==> src/circular_list_positional_delete_top_assert.svh <==
// Assertion macros for the circular list block.
`ifndef CIRCULAR_LIST_POSITIONAL_DELETE_TOP_ASSERT_SVH
`define CIRCULAR_LIST_POSITIONAL_DELETE_TOP_ASSERT_SVH
`ifndef SYNTHESIS
// Same-cycle implication, checked at every rising edge out of reset.
`define CLPD_ASSERT_NOW(label, ante, cons) \
    label: assert property (@(posedge i_clk) disable iff (!i_rst_n) (ante) |-> (cons)) \
        else $error("circular list assertion failed");
// Next-cycle implication, checked at every rising edge out of reset.
`define CLPD_ASSERT_NEXT(label, ante, cons) \
    label: assert property (@(posedge i_clk) disable iff (!i_rst_n) (ante) |=> (cons)) \
        else $error("circular list assertion failed");
`else
`define CLPD_ASSERT_NOW(label, ante, cons)
`define CLPD_ASSERT_NEXT(label, ante, cons)
`endif
`endif

==> src/clpd_pkg.sv <==
// Types and constants shared by the circular list block.
`timescale 1ns / 1ps
package clpd_pkg;

    localparam int KIND_W   = 3;
    localparam int VALUE_W  = 32;
    localparam int POS_W    = 8;
    localparam int STATUS_W = 2;
    localparam int LENGTH_W = 5;

    typedef enum logic [KIND_W-1:0] {
        KIND_APPEND    = 3'd0,
        KIND_DEL_FIRST = 3'd1,
        KIND_DEL_LAST  = 3'd2,
        KIND_DEL_POS   = 3'd3,
        KIND_DUMP      = 3'd4
    } t_kind;

    typedef enum logic [STATUS_W-1:0] {
        ST_OK    = 2'd0,
        ST_EMPTY = 2'd1,
        ST_RANGE = 2'd2,
        ST_FULL  = 2'd3
    } t_status;

    typedef enum logic [2:0] {
        S_IDLE,
        S_APPLINK,
        S_WALK,
        S_DUMP,
        S_EMIT
    } t_state;

endpackage

==> src/circular_list_positional_delete_top.sv <==
// Top level of the circular doubly linked list with positional delete.
`timescale 1ns / 1ps
// Bounded list of signed 32-bit values, kept as a circular doubly linked
// list in three small RAMs (value, next link, prev link), each one entry per
// slot with one write port and a registered read. An append takes the lowest
// free slot; deletes remove the head, the tail or the entry at a 1-based
// position and return the removed value; a dump emits every value from head
// to tail with last set on the final one. Empty list, position zero or past
// the count, and full list come back as a status with item zero. Kinds 5 to 7
// are dropped with no result. Every result carries the entry count after the
// operation. One operation is in flight at a time: o_ready is high only while
// the sequencer is idle, but a finished result sits in the output register,
// so the next operation can be taken while it waits for i_ready. A rejected
// or empty-list operation and a first append go straight to the result; any
// other append first links the new tail; a delete reads its slot, walking
// the links from the head for a position; a dump emits one entry per cycle
// after the registered read of the head while the output is not stalled. The
// link walk reads one RAM entry per cycle. The RAMs need no clearing after
// reset: only linked slots are ever read.
module circular_list_positional_delete_top #(
    parameter int CAPACITY = 16
) (
    input  logic                                 i_clk,
    input  logic                                 i_rst_n,
    input  logic                                 i_valid,
    output logic                                 o_ready,
    input  logic [clpd_pkg::KIND_W-1:0]          i_kind,
    input  logic signed [clpd_pkg::VALUE_W-1:0]  i_value,
    input  logic [clpd_pkg::POS_W-1:0]           i_position,
    output logic                                 o_valid,
    input  logic                                 i_ready,
    output logic [clpd_pkg::STATUS_W-1:0]        o_status,
    output logic signed [clpd_pkg::VALUE_W-1:0]  o_item,
    output logic                                 o_last,
    output logic [clpd_pkg::LENGTH_W-1:0]        o_length
);
    import clpd_pkg::*;

    localparam int SW = $clog2(CAPACITY);       // slot index width
    localparam int CW = $clog2(CAPACITY + 1);   // entry count width

    // sequencer state
    t_state               r_state, n_state;
    logic [SW-1:0]        r_head, n_head;
    logic [SW-1:0]        r_tail, n_tail;
    logic [CW-1:0]        r_count, n_count;
    logic [CAPACITY-1:0]  r_free, n_free;
    logic [SW-1:0]        r_slot, n_slot;
    logic [POS_W-1:0]     r_idx, n_idx;
    logic [POS_W-1:0]     r_pos, n_pos;
    t_status              r_res_status, n_res_status;
    logic signed [VALUE_W-1:0] r_res_item, n_res_item;

    // output register
    logic                 r_out_valid;
    t_status              r_out_status;
    logic signed [VALUE_W-1:0] r_out_item;
    logic                 r_out_last;
    logic [LENGTH_W-1:0]  r_out_length;

    logic                 out_load;
    t_status              out_status;
    logic signed [VALUE_W-1:0] out_item;
    logic                 out_last;

    // RAM ports
    logic                 val_we, nxt_we, prv_we;
    logic [SW-1:0]        val_waddr, nxt_waddr, prv_waddr;
    logic [VALUE_W-1:0]   val_wdata;
    logic [SW-1:0]        nxt_wdata, prv_wdata;
    logic [VALUE_W-1:0]   val_rd;
    logic [SW-1:0]        nxt_rd, prv_rd;

    logic                 in_xfer;
    logic                 can_emit;
    logic                 list_empty;
    logic                 list_full;
    logic                 pos_bad;
    logic                 dump_last;
    logic                 walk_hit;
    logic [SW-1:0]        free_slot;

    assign o_ready    = (r_state == S_IDLE);
    assign in_xfer    = i_valid & o_ready;
    assign can_emit   = ~r_out_valid | i_ready;
    assign list_empty = (r_count == '0);
    assign list_full  = (r_count == CW'(CAPACITY));
    assign pos_bad    = (i_position == '0) || (i_position > POS_W'(r_count));
    assign dump_last  = (r_idx == POS_W'(r_count));
    assign walk_hit   = (r_idx == r_pos);

    // lowest free slot; only used when the list is not full
    always_comb begin
        free_slot = '0;
        for (int i = CAPACITY - 1; i >= 0; i--) begin
            if (r_free[i]) begin
                free_slot = SW'(i);
            end
        end
    end

    // read the slot the sequencer will look at next cycle
    clpd_ram #(.WIDTH(VALUE_W), .DEPTH(CAPACITY)) u_val_ram (
        .i_clk   (i_clk),
        .i_we    (val_we),
        .i_waddr (val_waddr),
        .i_wdata (val_wdata),
        .i_raddr (n_slot),
        .o_rdata (val_rd)
    );

    clpd_ram #(.WIDTH(SW), .DEPTH(CAPACITY)) u_next_ram (
        .i_clk   (i_clk),
        .i_we    (nxt_we),
        .i_waddr (nxt_waddr),
        .i_wdata (nxt_wdata),
        .i_raddr (n_slot),
        .o_rdata (nxt_rd)
    );

    clpd_ram #(.WIDTH(SW), .DEPTH(CAPACITY)) u_prev_ram (
        .i_clk   (i_clk),
        .i_we    (prv_we),
        .i_waddr (prv_waddr),
        .i_wdata (prv_wdata),
        .i_raddr (n_slot),
        .o_rdata (prv_rd)
    );

    // next state
    always_comb begin
        n_state = r_state;
        unique case (r_state)
            S_IDLE: begin
                if (in_xfer) begin
                    unique case (i_kind)
                        KIND_APPEND: begin
                            n_state = (list_full || list_empty) ? S_EMIT : S_APPLINK;
                        end
                        KIND_DEL_FIRST, KIND_DEL_LAST: begin
                            n_state = list_empty ? S_EMIT : S_WALK;
                        end
                        KIND_DEL_POS: begin
                            n_state = (list_empty || pos_bad) ? S_EMIT : S_WALK;
                        end
                        KIND_DUMP: begin
                            n_state = list_empty ? S_EMIT : S_DUMP;
                        end
                        default: begin
                            n_state = S_IDLE;
                        end
                    endcase
                end
            end
            S_APPLINK: n_state = S_EMIT;
            S_WALK:    n_state = walk_hit ? S_EMIT : S_WALK;
            S_DUMP:    n_state = (can_emit && dump_last) ? S_IDLE : S_DUMP;
            S_EMIT:    n_state = can_emit ? S_IDLE : S_EMIT;
            default:   n_state = S_IDLE;
        endcase
    end

    // datapath, RAM writes and result outputs
    always_comb begin
        n_head       = r_head;
        n_tail       = r_tail;
        n_count      = r_count;
        n_free       = r_free;
        n_slot       = r_slot;
        n_idx        = r_idx;
        n_pos        = r_pos;
        n_res_status = r_res_status;
        n_res_item   = r_res_item;
        val_we       = 1'b0;
        val_waddr    = free_slot;
        val_wdata    = i_value;
        nxt_we       = 1'b0;
        nxt_waddr    = free_slot;
        nxt_wdata    = free_slot;
        prv_we       = 1'b0;
        prv_waddr    = free_slot;
        prv_wdata    = free_slot;
        out_load     = 1'b0;
        out_status   = ST_OK;
        out_item     = '0;
        out_last     = 1'b1;

        unique case (r_state)
            S_IDLE: begin
                if (in_xfer) begin
                    n_idx        = POS_W'(1);
                    n_pos        = POS_W'(1);
                    n_res_item   = '0;
                    n_res_status = ST_OK;
                    unique case (i_kind)
                        KIND_APPEND: begin
                            if (list_full) begin
                                n_res_status = ST_FULL;
                            end else begin
                                // write the new entry; its neighbors follow next cycle
                                val_we           = 1'b1;
                                nxt_we           = 1'b1;
                                prv_we           = 1'b1;
                                nxt_wdata        = list_empty ? free_slot : r_head;
                                prv_wdata        = list_empty ? free_slot : r_tail;
                                n_free[free_slot] = 1'b0;
                                n_count          = r_count + CW'(1);
                                n_slot           = free_slot;
                                if (list_empty) begin
                                    n_head = free_slot;
                                    n_tail = free_slot;
                                end
                            end
                        end
                        KIND_DEL_FIRST: begin
                            if (list_empty) begin
                                n_res_status = ST_EMPTY;
                            end else begin
                                n_slot = r_head;
                            end
                        end
                        KIND_DEL_LAST: begin
                            if (list_empty) begin
                                n_res_status = ST_EMPTY;
                            end else begin
                                n_slot = r_tail;
                            end
                        end
                        KIND_DEL_POS: begin
                            if (list_empty) begin
                                n_res_status = ST_EMPTY;
                            end else if (pos_bad) begin
                                n_res_status = ST_RANGE;
                            end else begin
                                n_slot = r_head;
                                n_pos  = i_position;
                            end
                        end
                        KIND_DUMP: begin
                            if (list_empty) begin
                                n_res_status = ST_EMPTY;
                            end else begin
                                n_slot = r_head;
                            end
                        end
                        default: begin
                            n_res_status = ST_OK;
                        end
                    endcase
                end
            end
            S_APPLINK: begin
                // close the ring around the new tail
                nxt_we    = 1'b1;
                nxt_waddr = r_tail;
                nxt_wdata = r_slot;
                prv_we    = 1'b1;
                prv_waddr = r_head;
                prv_wdata = r_slot;
                n_tail    = r_slot;
            end
            S_WALK: begin
                if (walk_hit) begin
                    n_res_status   = ST_OK;
                    n_res_item     = val_rd;
                    n_free[r_slot] = 1'b1;
                    if (r_count <= CW'(1)) begin
                        n_count = '0;
                        n_head  = '0;
                        n_tail  = '0;
                    end else begin
                        nxt_we    = 1'b1;
                        nxt_waddr = prv_rd;
                        nxt_wdata = nxt_rd;
                        prv_we    = 1'b1;
                        prv_waddr = nxt_rd;
                        prv_wdata = prv_rd;
                        n_count   = r_count - CW'(1);
                        if (r_slot == r_head) begin
                            n_head = nxt_rd;
                        end
                        if (r_slot == r_tail) begin
                            n_tail = prv_rd;
                        end
                    end
                end else begin
                    n_slot = nxt_rd;
                    n_idx  = r_idx + POS_W'(1);
                end
            end
            S_DUMP: begin
                if (can_emit) begin
                    out_load   = 1'b1;
                    out_status = ST_OK;
                    out_item   = val_rd;
                    out_last   = dump_last;
                    if (!dump_last) begin
                        n_slot = nxt_rd;
                        n_idx  = r_idx + POS_W'(1);
                    end
                end
            end
            S_EMIT: begin
                if (can_emit) begin
                    out_load   = 1'b1;
                    out_status = r_res_status;
                    out_item   = r_res_item;
                    out_last   = 1'b1;
                end
            end
            default: begin
                n_slot = r_slot;
            end
        endcase
    end

    always_ff @(posedge i_clk) begin
        if (!i_rst_n) begin
            r_state     <= S_IDLE;
            r_head      <= '0;
            r_tail      <= '0;
            r_count     <= '0;
            r_free      <= '1;
            r_slot      <= '0;
            r_idx       <= '0;
            r_pos       <= '0;
            r_out_valid <= 1'b0;
        end else begin
            r_state     <= n_state;
            r_head      <= n_head;
            r_tail      <= n_tail;
            r_count     <= n_count;
            r_free      <= n_free;
            r_slot      <= n_slot;
            r_idx       <= n_idx;
            r_pos       <= n_pos;
            r_out_valid <= out_load | (r_out_valid & ~i_ready);
        end
    end

    // held result and output payload; no reset needed
    always_ff @(posedge i_clk) begin
        r_res_status <= n_res_status;
        r_res_item   <= n_res_item;
        if (out_load) begin
            r_out_status <= out_status;
            r_out_item   <= out_item;
            r_out_last   <= out_last;
            r_out_length <= LENGTH_W'(r_count);
        end
    end

    assign o_valid  = r_out_valid;
    assign o_status = r_out_status;
    assign o_item   = r_out_item;
    assign o_last   = r_out_last;
    assign o_length = r_out_length;

`include "circular_list_positional_delete_top_assert.svh"

    // every slot is either free or holds an entry
    `CLPD_ASSERT_NOW(a_free_matches_count, 1'b1, ($countones(r_free) + r_count) == CAPACITY)
    // an empty list keeps both end pointers at slot zero
    `CLPD_ASSERT_NOW(a_empty_ends, (r_count == '0) && (r_state == S_IDLE), (r_head == '0) && (r_tail == '0))
    // the position walk never runs past its target
    `CLPD_ASSERT_NOW(a_walk_bound, r_state == S_WALK, (r_idx <= r_pos) && (r_pos != '0))
    // a dump of a non-empty list enters the dump walk
    `CLPD_ASSERT_NEXT(a_dump_starts, in_xfer && (i_kind == KIND_DUMP) && (r_count != '0), r_state == S_DUMP)

endmodule

==> src/clpd_ram.sv <==
// Generic single-write, single-read RAM with registered read data.
`timescale 1ns / 1ps
module clpd_ram #(
    parameter int WIDTH = 32,
    parameter int DEPTH = 16
) (
    input  logic                     i_clk,
    input  logic                     i_we,
    input  logic [$clog2(DEPTH)-1:0] i_waddr,
    input  logic [WIDTH-1:0]         i_wdata,
    input  logic [$clog2(DEPTH)-1:0] i_raddr,
    output logic [WIDTH-1:0]         o_rdata
);

    logic [WIDTH-1:0] r_mem [DEPTH];
    logic [WIDTH-1:0] r_rdata;

    // read-first: a read at the written address returns the old word
    always_ff @(posedge i_clk) begin
        if (i_we) begin
            r_mem[i_waddr] <= i_wdata;
        end
        r_rdata <= r_mem[i_raddr];
    end

    assign o_rdata = r_rdata;

endmodule
==> config.mk <==
export PLATFORM = sky130hd
export DESIGN_NAME = circular_list_positional_delete_top
export DESIGN_NICKNAME = d
export VERILOG_FILES = /design/src/clpd_pkg.sv /design/src/circular_list_positional_delete_top.sv /design/src/clpd_ram.sv
export VERILOG_INCLUDE_DIRS = /design/src /design/src/src
export SDC_FILE = /design/constraint.sdc
export NUM_CORES = 1
export LEC_CHECK = 0
export BUFFER_PORTS_ARGS = -buffer_cell sky130_fd_sc_hd__buf_2
export CAP_MARGIN = 10
export CORE_MARGIN = 2
export CORE_UTILIZATION = 67
export CTS_CLUSTER_DIAMETER = 150
export DETAILED_ROUTE_END_ITERATION = 8
export GPL_TIMING_DRIVEN = 0
export PLACE_DENSITY = 0.85
export SLEW_MARGIN = 20
export SYNTH_ARGS = -nofsm -noshare
export SYNTH_HDL_FRONTEND = slang
export SYNTH_SLANG_ARGS = --single-unit
export TNS_END_PERCENT = 20
==> constraint.sdc <==
create_clock -name i_clk -period 7.9 [get_ports i_clk]
set_clock_uncertainty 0.05 [all_clocks]
set_input_delay 2.37 -clock i_clk [delete_from_list [all_inputs] [get_ports i_clk]]
set_output_delay 2.37 -clock i_clk [all_outputs]
set_load 0.1 [all_outputs]
==> reports/metrics.cfg <==
[run_status]
status = finished clean

[finish]
final_common_cell = edfxtp_1
syn_to_final_growth_pct = 13.53
final_area_sq_mm = 0.03678
final_nets = 2303
drive_above_1_share_pct = 15.31
final_util_pct = 77.03
mostFrequentLayoutCells = 714 x edfxtp_1, 250 x mux2i_1, 122 x o22ai_1

[placed_design]
placed_cell_area_sq_mm = 0.03427
gp_congestion = 0.9305
port_buffers = 85
place_ws_ns = 1.029
hpwlAfterDp_mm = 56.54

[floorplanning]
die_h_um = 223.9
die_area_sq_mm = 0.05012
die_w_um = 223.9
rows = 80
initial_utilization_pct = 67.85
ioPinCount = 89
fp.coreArea_sq_mm = 0.04775

[setup_path]
critPathBufInv = 2
crit_arrival_ns = 6.79
crit_path_end_kind = flop
cp_max_fo = 10
worst_ep_required_time_ns = 8.29
crit_family = simple AND/OR/NAND/NOR gates
rrSetupSlack_ns = 2.31
critPathLaunchType = input pin
path_cells = clkbuf_1 -> nor3_1 -> a311oi_2 -> and3_1 -> a221oi_2 -> nor2_4 -> o211ai_4 -> clkbuf_1 -> mux2_2 -> a22o_1 -> or4_1
path_common_cell = clkbuf_1
cpPeakStageDelay_ns = 0.94
crit_type = in2reg
critPathSlowestCell = clkbuf_1

[clocking]
insertion_delay_ns = 0.63
path_clk_slew_ns = 0.07
cts_tree = built
cts_buffer_depth = 3
postCtsSetupBuffers = 0
cts_resized = 0
cts_root_buf = clkbuf_16
postCtsHoldBufs = 0
htreeDepth = 3
numCtsBuffers = 78
clock_sinks = 807

[timing]
worstMarginPinSlew_ns = 1.204
period_needed_ns = 6.399
maxSlewHeadroom_pct = 19.73
finalHoldViolations = 0
setup_tns_ns = 0
post-route-period-util_pct = 81.00
rsz0062_at_grt = no
drv_slew = 0
setup_ws_ns = 1.501
setup_viol = 0
max_freq_mhz = 156.3

[route]
avgRoutedWirePerCell_um = 30.50
drt-total-wl_mm = 89.21
route.detailed.drc = 0
ant_nets = 0
vias = 20830
avgViaCountPerCell = 7.121
drt_pass1_iterations = 6
detail_route.iter0.violations = 3689

[synth]
netlist_instances = 2061
yosys_register_bits = 807
syn_area_sq_mm = 0.03239
synth_ff_type = edfxtp_1
synth_edf_count = 714
async_reset_ff_share_pct = 0
synth_cell_type_count = 71
syn_area_per_cell_sq_um = 15.72
ys_seq_area_share_pct = 71.94
synth_nets = 2117
yosysWarnings = 0

[pwr]
total_power_uw = 8779
vdd_drop_max_mv = 0.1747
p_leak_uw = 0.01189
power_per_cell_area_mw_per_mm2 = 238.7

[global_route]
grt_first_pass_wirelength_mm = 128.3
antenna_found_initial = 8
grt_overflow = 0
track_usage_pct = 35.51
grt_max_degree = 41
grt_pass1_vias = 20200

[min_path]
hp-class = reg2reg

[run]
drv_cap = 0

## worst reg2reg max path, stage by stage, from the launching register on
cell	delay [ns]
dfxtp_1	0.33
clkbuf_1	0.21
inv_1	0.20
ha_1	0.23
nor3b_2	0.53
nand2_1	0.37
and3_1	0.26
a221oi_2	0.50
nor2_4	0.10
o211ai_4	0.36
clkbuf_1	0.94
mux2_2	0.43
a22o_1	0.18
or4_1	0.70
## power breakdown
group	internal [uW]	switching, uW	leakage, uW
logic	85.5	304	0.00357
registers	4680	23.0	0.00712
clock network	2110	1580	0.00120
total	6870	1900	0.0119
## cell families (layout without fill, tap and decap cells)
group / count (synthesis) / count (layout) / synth area share [%]
buf+inv: 143 / 387 / 1.923
compound gates: 388 / 388 / 8.490
simple gates: 354 / 354 / 5.747
flops: 807 / 807 / 71.94
other cells: 0 / 5 / 0
fa+ha+maj: 9 / 9 / 0.3476
xor+xnor: 29 / 29 / 0.7841
mux: 331 / 331 / 10.77
## cells in the mapped netlist, types with 5 or more instances
| cell type | count | area share, % |
|---|---|---|
| a21oi_1 | 47 | 0.73 |
| a221o_1 | 8 | 0.25 |
| a221oi_1 | 11 | 0.30 |
| a22o_1 | 79 | 2.1 |
| a22oi_1 | 15 | 0.35 |
| a31oi_1 | 7 | 0.14 |
| and2_1 | 9 | 0.17 |
| and3_1 | 46 | 0.89 |
| buf_1 | 8 | 0.093 |
| buf_2 | 36 | 0.56 |
| buf_6 | 5 | 0.17 |
| clkbuf_1 | 76 | 0.88 |
| dfxtp_1 | 93 | 5.7 |
| edfxtp_1 | 714 | 66 |
| ha_1 | 9 | 0.35 |
| inv_1 | 17 | 0.20 |
| mux2_1 | 10 | 0.35 |
| mux2_2 | 51 | 1.8 |
| mux2_4 | 20 | 0.93 |
| mux2i_1 | 250 | 7.7 |
| nand2_1 | 62 | 0.72 |
| nand3_1 | 15 | 0.23 |
| nand4_1 | 10 | 0.19 |
| nor2_1 | 98 | 1.1 |
| nor2b_1 | 19 | 0.37 |
| nor3_1 | 19 | 0.29 |
| nor4_1 | 9 | 0.17 |
| o211ai_1 | 9 | 0.21 |
| o21a_1 | 8 | 0.19 |
| o21ai_0 | 35 | 0.54 |
| o22ai_1 | 122 | 2.4 |
| o31ai_1 | 5 | 0.12 |
| or3_1 | 5 | 0.097 |
| or4_1 | 43 | 1.0 |
| xnor2_1 | 17 | 0.46 |
| xor2_1 | 12 | 0.32 |
## area by class of cell
cell class              instances  area, sq um
clock inverters                26        285.3
plain buffers                 126        559.3
clock buffers                 112         2205
well taps                     615        769.5
inverters                      17        63.81
multi-input cells            1111         8607
flip-flops and latches        807        23300
repair buffers                106        973.4
diodes                          5        12.51
fillers                      2526        10970
## metal layers
| metal | vias up | GRT usage, % | routed length, um |
|---|---|---|---|
| met2 | 1810 | 55.92 | 41370 |
| met4 | 4 | 17.20 | 4400 |
| met3 | 342 | 7.962 | 11770 |
| met1 | 10150 | 47.51 | 31640 |
| met5 | - | 0 | 22 |
| li1 | 8529 | - | - |
## stage by stage
step | std cells | hold slack, ns
floorplan | 2061 | 0.3529
global placement | 2761 | 0.3614
detailed placement | 2782 | 0.3604
CTS | 2920 | 0.3750
global route | 2923 | 0.3845
finish | 2925 | 0.3758
## final timing paths
check | start | cells past startpoint | to
worst max-delay path | i_kind[0] | 11 | u_val_ram.o_rdata[0]
worst min-delay path | r_count[2] | 0 | o_length[2]
worst max register to register | r_count[1] | 13 | u_val_ram.o_rdata[0]
worst min register to register | r_count[2] | 0 | o_length[2]
## flip-flops by register name, summed over array words and instances (netlist names), 5 cells and up
name / flops
u_val_ram.o_rdata: 32
r_idx: 8
u_next_ram.r_mem: 64
o_length: 5
u_val_ram.r_mem: 512
r_count: 5
r_pos: 8
r_res_item: 32
r_free: 16
u_prev_ram.r_mem: 64
o_item: 32
Note: power is estimated with default switching activity, not from simulation.
